## config.mk

```make
export PLATFORM = sky130hd
export DESIGN_NAME = button_press_classifier_unit
export DESIGN_NICKNAME = d
export VERILOG_FILES = /design/src/rtl/bpc_pkg.sv /design/src/rtl/bpc_front.sv /design/src/rtl/bpc_back.sv /design/src/rtl/button_press_classifier_unit.sv
export SDC_FILE = /design/constraint.sdc
export NUM_CORES = 2
export LEC_CHECK = 0
export ABC_AREA = 1
export BUFFER_PORTS_ARGS = -buffer_cell sky130_fd_sc_hd__clkbuf_2
export CAP_MARGIN = 20
export CORE_MARGIN = 2
export CORE_UTILIZATION = 45
export DETAILED_ROUTE_END_ITERATION = 10
export PLACE_DENSITY = 0.67
export REMOVE_ABC_BUFFERS = 1
export SYNTH_ARGS = -nofsm -noshare
export SYNTH_HDL_FRONTEND = slang
export SYNTH_HIERARCHICAL = 1
export SYNTH_SLANG_ARGS = --single-unit
```

## constraint.sdc

```tcl
create_clock -name i_clk -period 9.5 [get_ports i_clk]
set_input_delay 1.425 -clock i_clk [delete_from_list [all_inputs] [get_ports i_clk]]
set_output_delay 1.425 -clock i_clk [all_outputs]
set_load 0.005 [all_outputs]
```

## src/rtl/bpc_pkg.sv

```systemverilog
package bpc_pkg;

    localparam int BUTTONS_DEF = 6;

    // configuration port
    localparam int CFG_IDX_W  = 3;
    localparam int CFG_DATA_W = 24;

    localparam logic [CFG_IDX_W-1:0] REG_SHORT_PRESS = 3'd0;
    localparam logic [CFG_IDX_W-1:0] REG_HOLD        = 3'd1;
    localparam logic [CFG_IDX_W-1:0] REG_LONG_HOLD   = 3'd2;
    localparam logic [CFG_IDX_W-1:0] REG_MAX_DOWN    = 3'd3;
    localparam logic [CFG_IDX_W-1:0] REG_REPEAT      = 3'd4;
    localparam logic [CFG_IDX_W-1:0] REG_PIN_MAP     = 3'd5;

    localparam int MS_W      = 23;
    localparam int PIN_MAP_W = 24;

    // down time in ms: floor(x / 1000) == (x * DIV_MAGIC) >> DIV_SHIFT for any 32-bit x
    localparam int              DIV_SHIFT = 38;
    localparam int              MAGIC_W   = 29;
    localparam logic [MAGIC_W-1:0] DIV_MAGIC = 29'd274877907;
    localparam int              PROD_W    = 32 + MAGIC_W;

    // event codes
    localparam logic [2:0] EV_STATUS = 3'd0;
    localparam logic [2:0] EV_PRESS  = 3'd1;
    localparam logic [2:0] EV_HOLD   = 3'd2;
    localparam logic [2:0] EV_LONG   = 3'd3;
    localparam logic [2:0] EV_REPEAT = 3'd4;

    // button phases
    localparam logic [2:0] PH_UP   = 3'd0;
    localparam logic [2:0] PH_DOWN = 3'd1;
    localparam logic [2:0] PH_HOLD = 3'd2;
    localparam logic [2:0] PH_LONG = 3'd3;
    localparam logic [2:0] PH_MAX  = 3'd4;

    typedef struct packed {
        logic [15:0] pin_sample;
        logic [31:0] time_us;
    } t_in_word;

    typedef struct packed {
        logic [2:0] button_index;
        logic [2:0] event_kind;
        logic       keep_polling;
        logic       last;
    } t_out_word;

    typedef struct packed {
        logic [15:0]          short_press_ms;
        logic [15:0]          hold_ms;
        logic [15:0]          long_hold_ms;
        logic [MS_W-1:0]      max_down_ms;
        logic [7:0]           repeat_polls;
        logic [PIN_MAP_W-1:0] pin_map;
    } t_cfg;

    localparam t_cfg CFG_RESET = '{
        short_press_ms: 16'd25,
        hold_ms:        16'd2000,
        long_hold_ms:   16'd5000,
        max_down_ms:    23'd60000,
        repeat_polls:   8'd4,
        pin_map:        24'h543210
    };

endpackage

```

## src/rtl/bpc_front.sv

```systemverilog
module bpc_front import bpc_pkg::*; #(
    parameter int BUTTONS = BUTTONS_DEF
) (
    input  logic               i_clk,
    input  logic               i_rst_n,
    input  t_cfg               i_cfg,
    input  logic               i_in_valid,
    output logic               o_in_stall,
    input  t_in_word           i_in_word,
    output logic               o_q_valid,
    output logic [BUTTONS-1:0] o_q_pressed,
    output logic [31:0]        o_q_time,
    input  logic               i_q_pop
);

    logic [BUTTONS-1:0] w_pressed;

    // pin lookup per button, buttons past the map read pin bit 0
    for (genvar g = 0; g < BUTTONS; g++) begin : g_btn
        if (4 * g < PIN_MAP_W) begin : g_mapped
            assign w_pressed[g] = ~i_in_word.pin_sample[i_cfg.pin_map[4*g +: 4]];
        end else begin : g_unmapped
            assign w_pressed[g] = ~i_in_word.pin_sample[0];
        end
    end

    // two-word queue
    logic [BUTTONS-1:0] r_q_pressed [2];
    logic [31:0]        r_q_time    [2];
    logic               r_wr;
    logic               r_rd;
    logic [1:0]         r_cnt;
    logic               w_push;
    logic               w_pop;

    assign o_in_stall  = (r_cnt == 2'd2);
    assign w_push      = i_in_valid && !o_in_stall;
    assign w_pop       = i_q_pop && (r_cnt != 2'd0);
    assign o_q_valid   = (r_cnt != 2'd0);
    assign o_q_pressed = r_q_pressed[r_rd];
    assign o_q_time    = r_q_time[r_rd];

    always_ff @(posedge i_clk) begin
        if (!i_rst_n) begin
            r_wr  <= 1'b0;
            r_rd  <= 1'b0;
            r_cnt <= 2'd0;
        end else begin
            if (w_push) begin
                r_wr <= ~r_wr;
            end
            if (w_pop) begin
                r_rd <= ~r_rd;
            end
            r_cnt <= r_cnt + {1'b0, w_push} - {1'b0, w_pop};
        end
    end

    always_ff @(posedge i_clk) begin
        if (w_push) begin
            r_q_pressed[r_wr] <= w_pressed;
            r_q_time[r_wr]    <= i_in_word.time_us;
        end
    end

endmodule

```

## src/rtl/bpc_back.sv

```systemverilog
module bpc_back import bpc_pkg::*; #(
    parameter int BUTTONS = BUTTONS_DEF
) (
    input  logic               i_clk,
    input  logic               i_rst_n,
    input  t_cfg               i_cfg,
    input  logic               i_q_valid,
    input  logic [BUTTONS-1:0] i_q_pressed,
    input  logic [31:0]        i_q_time,
    output logic               o_q_pop,
    output logic               o_out_valid,
    input  logic               i_out_stall,
    output t_out_word          o_out_word
);

    localparam int SW = $clog2(BUTTONS + 1);
    localparam int BW = (BUTTONS > 1) ? $clog2(BUTTONS) : 1;
    localparam logic [SW-1:0] STATUS_SLOT = SW'(BUTTONS);

    // per-button state
    logic [2:0]  r_phase      [BUTTONS];
    logic [31:0] r_press_time [BUTTONS];
    logic [7:0]  r_rep        [BUTTONS];

    logic        w_adv;
    logic        w_issue;
    logic [SW-1:0] r_slot;
    logic [BW-1:0] w_idx;
    logic [31:0]   w_diff;
    logic [PROD_W-1:0] w_prod;

    // stage a: a button or the status slot per cycle unless stalled, ms scaling
    logic            r_a_valid;
    logic            r_a_status;
    logic [BW-1:0]   r_a_idx;
    logic            r_a_pressed;
    logic [31:0]     r_a_time;
    logic [MS_W-1:0] r_a_ms;

    logic      r_keep;
    logic      r_out_valid;
    t_out_word r_out_word;

    assign w_adv   = !r_out_valid || !i_out_stall;
    assign w_issue = w_adv && i_q_valid;
    assign o_q_pop = w_issue && (r_slot == STATUS_SLOT);
    assign w_idx   = (r_slot == STATUS_SLOT) ? '0 : r_slot[BW-1:0];
    assign w_diff  = i_q_time - r_press_time[w_idx];
    assign w_prod  = PROD_W'(w_diff) * PROD_W'(DIV_MAGIC);

    always_ff @(posedge i_clk) begin
        if (!i_rst_n) begin
            r_slot    <= '0;
            r_a_valid <= 1'b0;
        end else if (w_adv) begin
            r_a_valid <= i_q_valid;
            if (i_q_valid) begin
                r_slot <= (r_slot == STATUS_SLOT) ? '0 : r_slot + SW'(1);
            end
        end
    end

    always_ff @(posedge i_clk) begin
        if (w_issue) begin
            r_a_status  <= (r_slot == STATUS_SLOT);
            r_a_idx     <= w_idx;
            r_a_pressed <= i_q_pressed[w_idx];
            r_a_time    <= i_q_time;
            r_a_ms      <= w_prod[DIV_SHIFT +: MS_W];
        end
    end

    // stage b: phase update and event
    logic [2:0] b_phase;
    logic [2:0] n_phase;
    logic [7:0] b_rep;
    logic [7:0] b_rep_inc;
    logic [7:0] n_rep;
    logic       b_set_time;
    logic       b_keep;
    logic       b_emit;
    logic [2:0] b_kind;

    always_comb begin
        b_phase    = r_phase[r_a_idx];
        b_rep      = r_rep[r_a_idx];
        b_rep_inc  = b_rep + 8'd1;
        n_phase    = b_phase;
        n_rep      = b_rep;
        b_set_time = 1'b0;
        b_keep     = 1'b0;
        b_emit     = 1'b0;
        b_kind     = EV_STATUS;
        if (r_a_status) begin
            b_emit = 1'b1;
        end else if (b_phase == PH_UP) begin
            if (r_a_pressed) begin
                b_keep     = 1'b1;
                b_set_time = 1'b1;
                n_phase    = PH_DOWN;
            end
        end else if (r_a_ms < i_cfg.max_down_ms) begin
            b_keep = 1'b1;
            if (r_a_pressed) begin
                priority if (b_phase == PH_DOWN && r_a_ms > MS_W'(i_cfg.hold_ms)) begin
                    n_phase = PH_HOLD;
                    n_rep   = 8'd0;
                    b_emit  = 1'b1;
                    b_kind  = EV_HOLD;
                end else if (b_phase == PH_HOLD && r_a_ms > MS_W'(i_cfg.long_hold_ms)) begin
                    n_phase = PH_LONG;
                    b_emit  = 1'b1;
                    b_kind  = EV_LONG;
                end else if (b_phase == PH_HOLD || b_phase == PH_LONG) begin
                    n_rep = b_rep_inc;
                    if (b_rep_inc == i_cfg.repeat_polls) begin
                        n_rep  = 8'd0;
                        b_emit = 1'b1;
                        b_kind = EV_REPEAT;
                    end
                end else begin
                    n_phase = b_phase;
                end
            end else begin
                if (b_phase == PH_DOWN && r_a_ms > MS_W'(i_cfg.short_press_ms)) begin
                    b_emit = 1'b1;
                    b_kind = EV_PRESS;
                end
                n_phase = PH_UP;
            end
        end else begin
            // expired: stuck while pressed, back to up on release, silently
            n_phase = r_a_pressed ? PH_MAX : PH_UP;
        end
    end

    always_ff @(posedge i_clk) begin
        if (!i_rst_n) begin
            for (int i = 0; i < BUTTONS; i++) begin
                r_phase[i] <= PH_UP;
            end
            r_keep      <= 1'b0;
            r_out_valid <= 1'b0;
        end else if (w_adv) begin
            r_out_valid <= r_a_valid && b_emit;
            if (r_a_valid) begin
                if (r_a_status) begin
                    r_keep <= 1'b0;
                end else begin
                    r_phase[r_a_idx] <= n_phase;
                    if (b_keep) begin
                        r_keep <= 1'b1;
                    end
                end
            end
        end
    end

    always_ff @(posedge i_clk) begin
        if (w_adv && r_a_valid && !r_a_status) begin
            r_rep[r_a_idx] <= n_rep;
            if (b_set_time) begin
                r_press_time[r_a_idx] <= r_a_time;
            end
        end
    end

    always_ff @(posedge i_clk) begin
        if (w_adv) begin
            if (r_a_status) begin
                r_out_word.button_index <= 3'd0;
                r_out_word.event_kind   <= EV_STATUS;
                r_out_word.keep_polling <= r_keep;
                r_out_word.last         <= 1'b1;
            end else begin
                r_out_word.button_index <= 3'(r_a_idx);
                r_out_word.event_kind   <= b_kind;
                r_out_word.keep_polling <= 1'b0;
                r_out_word.last         <= 1'b0;
            end
        end
    end

    assign o_out_valid = r_out_valid;
    assign o_out_word  = r_out_word;

endmodule

```

## src/rtl/button_press_classifier_unit.sv

```systemverilog
// button press classifier
// input channel: one word per poll (pin sample, active low, and a microsecond
// timestamp), taken when i_in_valid is high and o_in_stall is low.
// output channel: event words in button order (press, hold, long hold, hold
// repeat), then one status word with last set and keep_polling telling whether
// any button was down, or released at this poll, within the max time. taken
// when o_out_valid is high and i_out_stall is low.
// config channel: i_cfg_index selects short_press_ms, hold_ms, long_hold_ms,
// max_down_ms, repeat_polls, pin_map (0..5); always ready, write only when idle.
// the back end walks one button per cycle plus the status slot through its
// sequencer while a poll is queued and the output is not stalled.
// an event word for a button passes through the queue, the ms scaling stage
// and the event stage into the output register; the status word follows the
// button words of its poll.
// a two-word queue sits between the front end and the back end, so polls are
// still taken while the receiver stalls until the queue fills; a stall of a
// valid output word freezes the back end and holds that word.
// reset: all buttons up, config back to defaults, queue and output empty.
module button_press_classifier_unit import bpc_pkg::*; #(
    parameter int BUTTONS = BUTTONS_DEF
) (
    input  logic                  i_clk,
    input  logic                  i_rst_n,
    input  logic                  i_in_valid,
    output logic                  o_in_stall,
    input  t_in_word              i_in_word,
    output logic                  o_out_valid,
    input  logic                  i_out_stall,
    output t_out_word             o_out_word,
    input  logic                  i_cfg_valid,
    output logic                  o_cfg_ready,
    input  logic [CFG_IDX_W-1:0]  i_cfg_index,
    input  logic [CFG_DATA_W-1:0] i_cfg_data
);

    t_cfg r_cfg;

    assign o_cfg_ready = 1'b1;

    always_ff @(posedge i_clk) begin
        if (!i_rst_n) begin
            r_cfg <= CFG_RESET;
        end else if (i_cfg_valid && o_cfg_ready) begin
            unique case (i_cfg_index)
                REG_SHORT_PRESS: r_cfg.short_press_ms <= i_cfg_data[15:0];
                REG_HOLD:        r_cfg.hold_ms        <= i_cfg_data[15:0];
                REG_LONG_HOLD:   r_cfg.long_hold_ms   <= i_cfg_data[15:0];
                REG_MAX_DOWN:    r_cfg.max_down_ms    <= i_cfg_data[MS_W-1:0];
                REG_REPEAT:      r_cfg.repeat_polls   <= i_cfg_data[7:0];
                REG_PIN_MAP:     r_cfg.pin_map        <= i_cfg_data[PIN_MAP_W-1:0];
                default: ;
            endcase
        end
    end

    logic               w_q_valid;
    logic [BUTTONS-1:0] w_q_pressed;
    logic [31:0]        w_q_time;
    logic               w_q_pop;

    bpc_front #(.BUTTONS(BUTTONS)) u_front (
        .i_clk       (i_clk),
        .i_rst_n     (i_rst_n),
        .i_cfg       (r_cfg),
        .i_in_valid  (i_in_valid),
        .o_in_stall  (o_in_stall),
        .i_in_word   (i_in_word),
        .o_q_valid   (w_q_valid),
        .o_q_pressed (w_q_pressed),
        .o_q_time    (w_q_time),
        .i_q_pop     (w_q_pop)
    );

    bpc_back #(.BUTTONS(BUTTONS)) u_back (
        .i_clk       (i_clk),
        .i_rst_n     (i_rst_n),
        .i_cfg       (r_cfg),
        .i_q_valid   (w_q_valid),
        .i_q_pressed (w_q_pressed),
        .i_q_time    (w_q_time),
        .o_q_pop     (w_q_pop),
        .o_out_valid (o_out_valid),
        .i_out_stall (i_out_stall),
        .o_out_word  (o_out_word)
    );

endmodule

```

==> results.toml <==
[finish]
antenna_cells_inserted = 0
layoutNonFillerInstCount = 5703
finalNetCount = 5372
layout_common_cells = "650 x sky130_fd_sc_hd__inv_1, 601 x sky130_fd_sc_hd__nand2_1, 448 x sky130_fd_sc_hd__ha_1"
seq_area_um2 = 14600
final_area_um2 = 46900
drive_above_1_share_pct = 18.5
mostFrequentLayoutCell = "sky130_fd_sc_hd__inv_1"
areaGrowthSynthToFinish_pct = 18.1
fillCellCount = 7701
multi_input_comb_area_um2 = 23100

[timing]
finalCritPeriodShare_pct = 97.4
final-setup-viol-count = 0
fin_crit_ns = 9.26
final-max-slew-violation-count = 0
worst_slew_pin_slew_ns = 1.09
timing.max_slew.rel_slack_pct = 26.9
max_clock_freq_mhz = 108
finalHoldViolations = 0
clock-skew-final_ns = 0.0510

[logic_synthesis]
yosysUniqueCellTypes = 66
netlist_top_cells_area = "sky130_fd_sc_hd__edfxtp_1 31%, sky130_fd_sc_hd__ha_1 15%, sky130_fd_sc_hd__fa_1 15%"
synth-seq-area-share_pct = 36.8
synth_largest_type_area_fraction_pct = 30.9
synth-warning-count = 6
syn_inst = 4073
yosys_register_bits = 525
synth_top_area_cell = "sky130_fd_sc_hd__edfxtp_1"
avgSynthCellArea_um2 = 9.74
mappedNetlistArea_um2 = 39700

[place]
place_hpwl_mm = 84.4
port_buffers = 89
dp.cells = 5575
placedInstanceArea_um2 = 43900
place.gp.congestion = 0.989

[clock_network]
h-tree-depth = 2
cts_tree = "done"
numCtsBuffers = 51
cts.clk_slew.worst_paths_ns = 0.06
cts_hold_repair.buffers = 0
tritoncts_num_sinks = 525
worstSkewPairLatency_ns = 0.63
cts_root_buf = "sky130_fd_sc_hd__clkbuf_16"
cts_buffer_depth = 3

[routing]
antenna_violating_nets_post_route = 0
via_per_inst = 5.29
num_vias = 30200
finalWirelength_mm = 109
drc = 0
routed_wire_length_per_instance_um = 19.1
first_iter_violations = 2377
drt_first_pass_iters = 6

[job]
maxCapViolCount = 0

[critical_path]
crit_path_kind = "reg2reg"
cp_data_required_time_ns = 9.86
crit-reg2reg-launch = "u_back/r_slot[0]"
critPathCaptureType = "flip-flop"
worst_setup_path_start_kind = "flip-flop"
timing.critical_path.arrival_ns = 9.62
cp_max_fanout = 9
critical-path-max-stage-delay_ns = 0.54
path_common_cell = "sky130_fd_sc_hd__buf_4"
critical_path.startpoint = "u_back/r_slot[0]"
slowest_stage = "sky130_fd_sc_hd__fa_1"

[global_routing]
globalRouteOverflowTotal = 0
antenna_found_initial = 2
number_of_global_route_vias_before_repair = 29700
track_usage_pct = 23.8
grt_first_pass_wirelength_mm = 167
grt_start_max_net_pins = 87

[floorplan]
num_io_pins = 91
die_area_um2 = 90600
dieHeight_um = 301
dieWidth_um = 301
placeableCoreArea_um2 = 87000
core.rowCount = 108
initial_standard_cell_utilization_of_the_core_pct = 45.6

[min_path]
holdCritStartpoint = "r_cfg[37]"
hp-class = "reg2reg"

[status]
status = "finished clean"
-- layer usage --
metal	up-vias	share of wire [%]	GRT usage, %
li1	14400	-	-
met1	14600	43	33.1
met2	1002	46	38.5
met3	188	6.7	3.40
met4	2	3.6	7.60
met5	-	0.012	0
-- critical path, delay by kind of cell, from the launching register on --
kind | cells | cell delay, ns
AOI/OAI and AO/OA | 11 | 1.59
adders and majority gates | 11 | 4.46
xor gates and xnor gates | 2 | 0.28
DFF | 1 | 0.34
buffers and inverters | 13 | 1.47
and+or+nand+nor | 7 | 0.83
-- Yosys cell counts (all sizes together) --
cell / instances
o221a: 1
nand3: 287
o21ai: 165
a32oi: 1
nor2: 435
ha: 486
a2111oi: 2
xnor2: 20
nand2: 631
o2111ai: 2
nor4: 9
nand3b: 5
inv: 677
mux2: 39
mux2i: 1
and3: 3
o211ai: 14
nand4: 18
a21oi: 157
fa: 299
conb: 1
o21bai: 7
or2: 1
o22ai: 7
a21boi: 9
clkbuf: 37
nor3: 20
a21o: 6
nor3b: 4
edfxtp: 408
a221o: 2
a31oi: 45
a22oi: 1
a211oi: 9
o21a: 16
buf: 56
a41oi: 1
o311ai: 2
xor2: 41
o41ai: 1
o31ai: 2
dfxtp: 117
o221ai: 23
a221oi: 5
-- area by class of cell --
| cell class | instances | share of cell area, % |
|---|---|---|
| inverters | 677 | 5.45 |
| multi-input cells | 2778 | 49.3 |
| flip-flops and latches | 525 | 31.1 |
| clock buffers | 71 | 3.01 |
| well taps | 1155 | 3.08 |
| repair buffers | 474 | 7.45 |
| clock inverters | 23 | 0.507 |
-- timing repair --
| item | in CTS | in global routing |
|---|---|---|
| endpoints found under the hold margin | 0 | 0 |
| resized for setup | 15 | 201 |
| setup buffers | 0 | 34 |
| pin swaps | 0 | 69 |
| setup endpoints to repair | 19 | 23 |
-- registers in the layout, summed over array words and instances, names as in the netlist, 12 cells and up, named ones only --
signal,cells
u_back/r_a_ms,23
u_front/r_q_pressed,12
u_back/r_a_time,32
u_back/r_press_time,192
u_back/r_phase,24
r_cfg,103
u_front/r_q_time,64
u_back/r_rep,48
-- through the flow --
stage	setup slack [ns]	utilization [%]	setup TNS, ns	hold WS, ns
2_1_floorplan	-4.59	-	-94.12	0.425
3_3_place_gp	-0.111	50.4	-0.365	0.430
3_5_place_dp	-0.325	50.4	-1.27	0.447
4_1_cts	0.00437	52.3	0	0.460
5_1_grt	-0.0888	53.9	-0.339	0.489
6_report	0.242	53.9	0	0.462
-- cells by family (layout without fill, tap and decap cells) --
family	after synthesis	after routing	share of synthesized area, %
other	1	1	0.00945
XOR/XNOR	61	61	1.37
AO/OA/AOI/OAI	478	478	7.21
flip-flops	525	525	36.8
AND/OR/NAND/NOR	1413	1413	15.2
buffers and inverters	770	1245	7.74
multiplexers	40	40	1.32
adder cells (fa/ha/maj)	785	785	30.4
-- path summary, 6_finish.rpt --
| kind | endpoint | slack [ns] | cells after the start |
|---|---|---|---|
| setup / recovery | u_back/r_a_ms[15] | 0.24 | 44 |
| hold reg to reg | r_cfg[37] | 0.46 | 2 |
| hold / removal | r_cfg[37] | 0.46 | 2 |
| setup reg to reg | u_back/r_a_ms[15] | 0.24 | 44 |
Power is not shown: default switching activity piles up to over one toggle a cycle in this logic, so the estimate is an artifact.
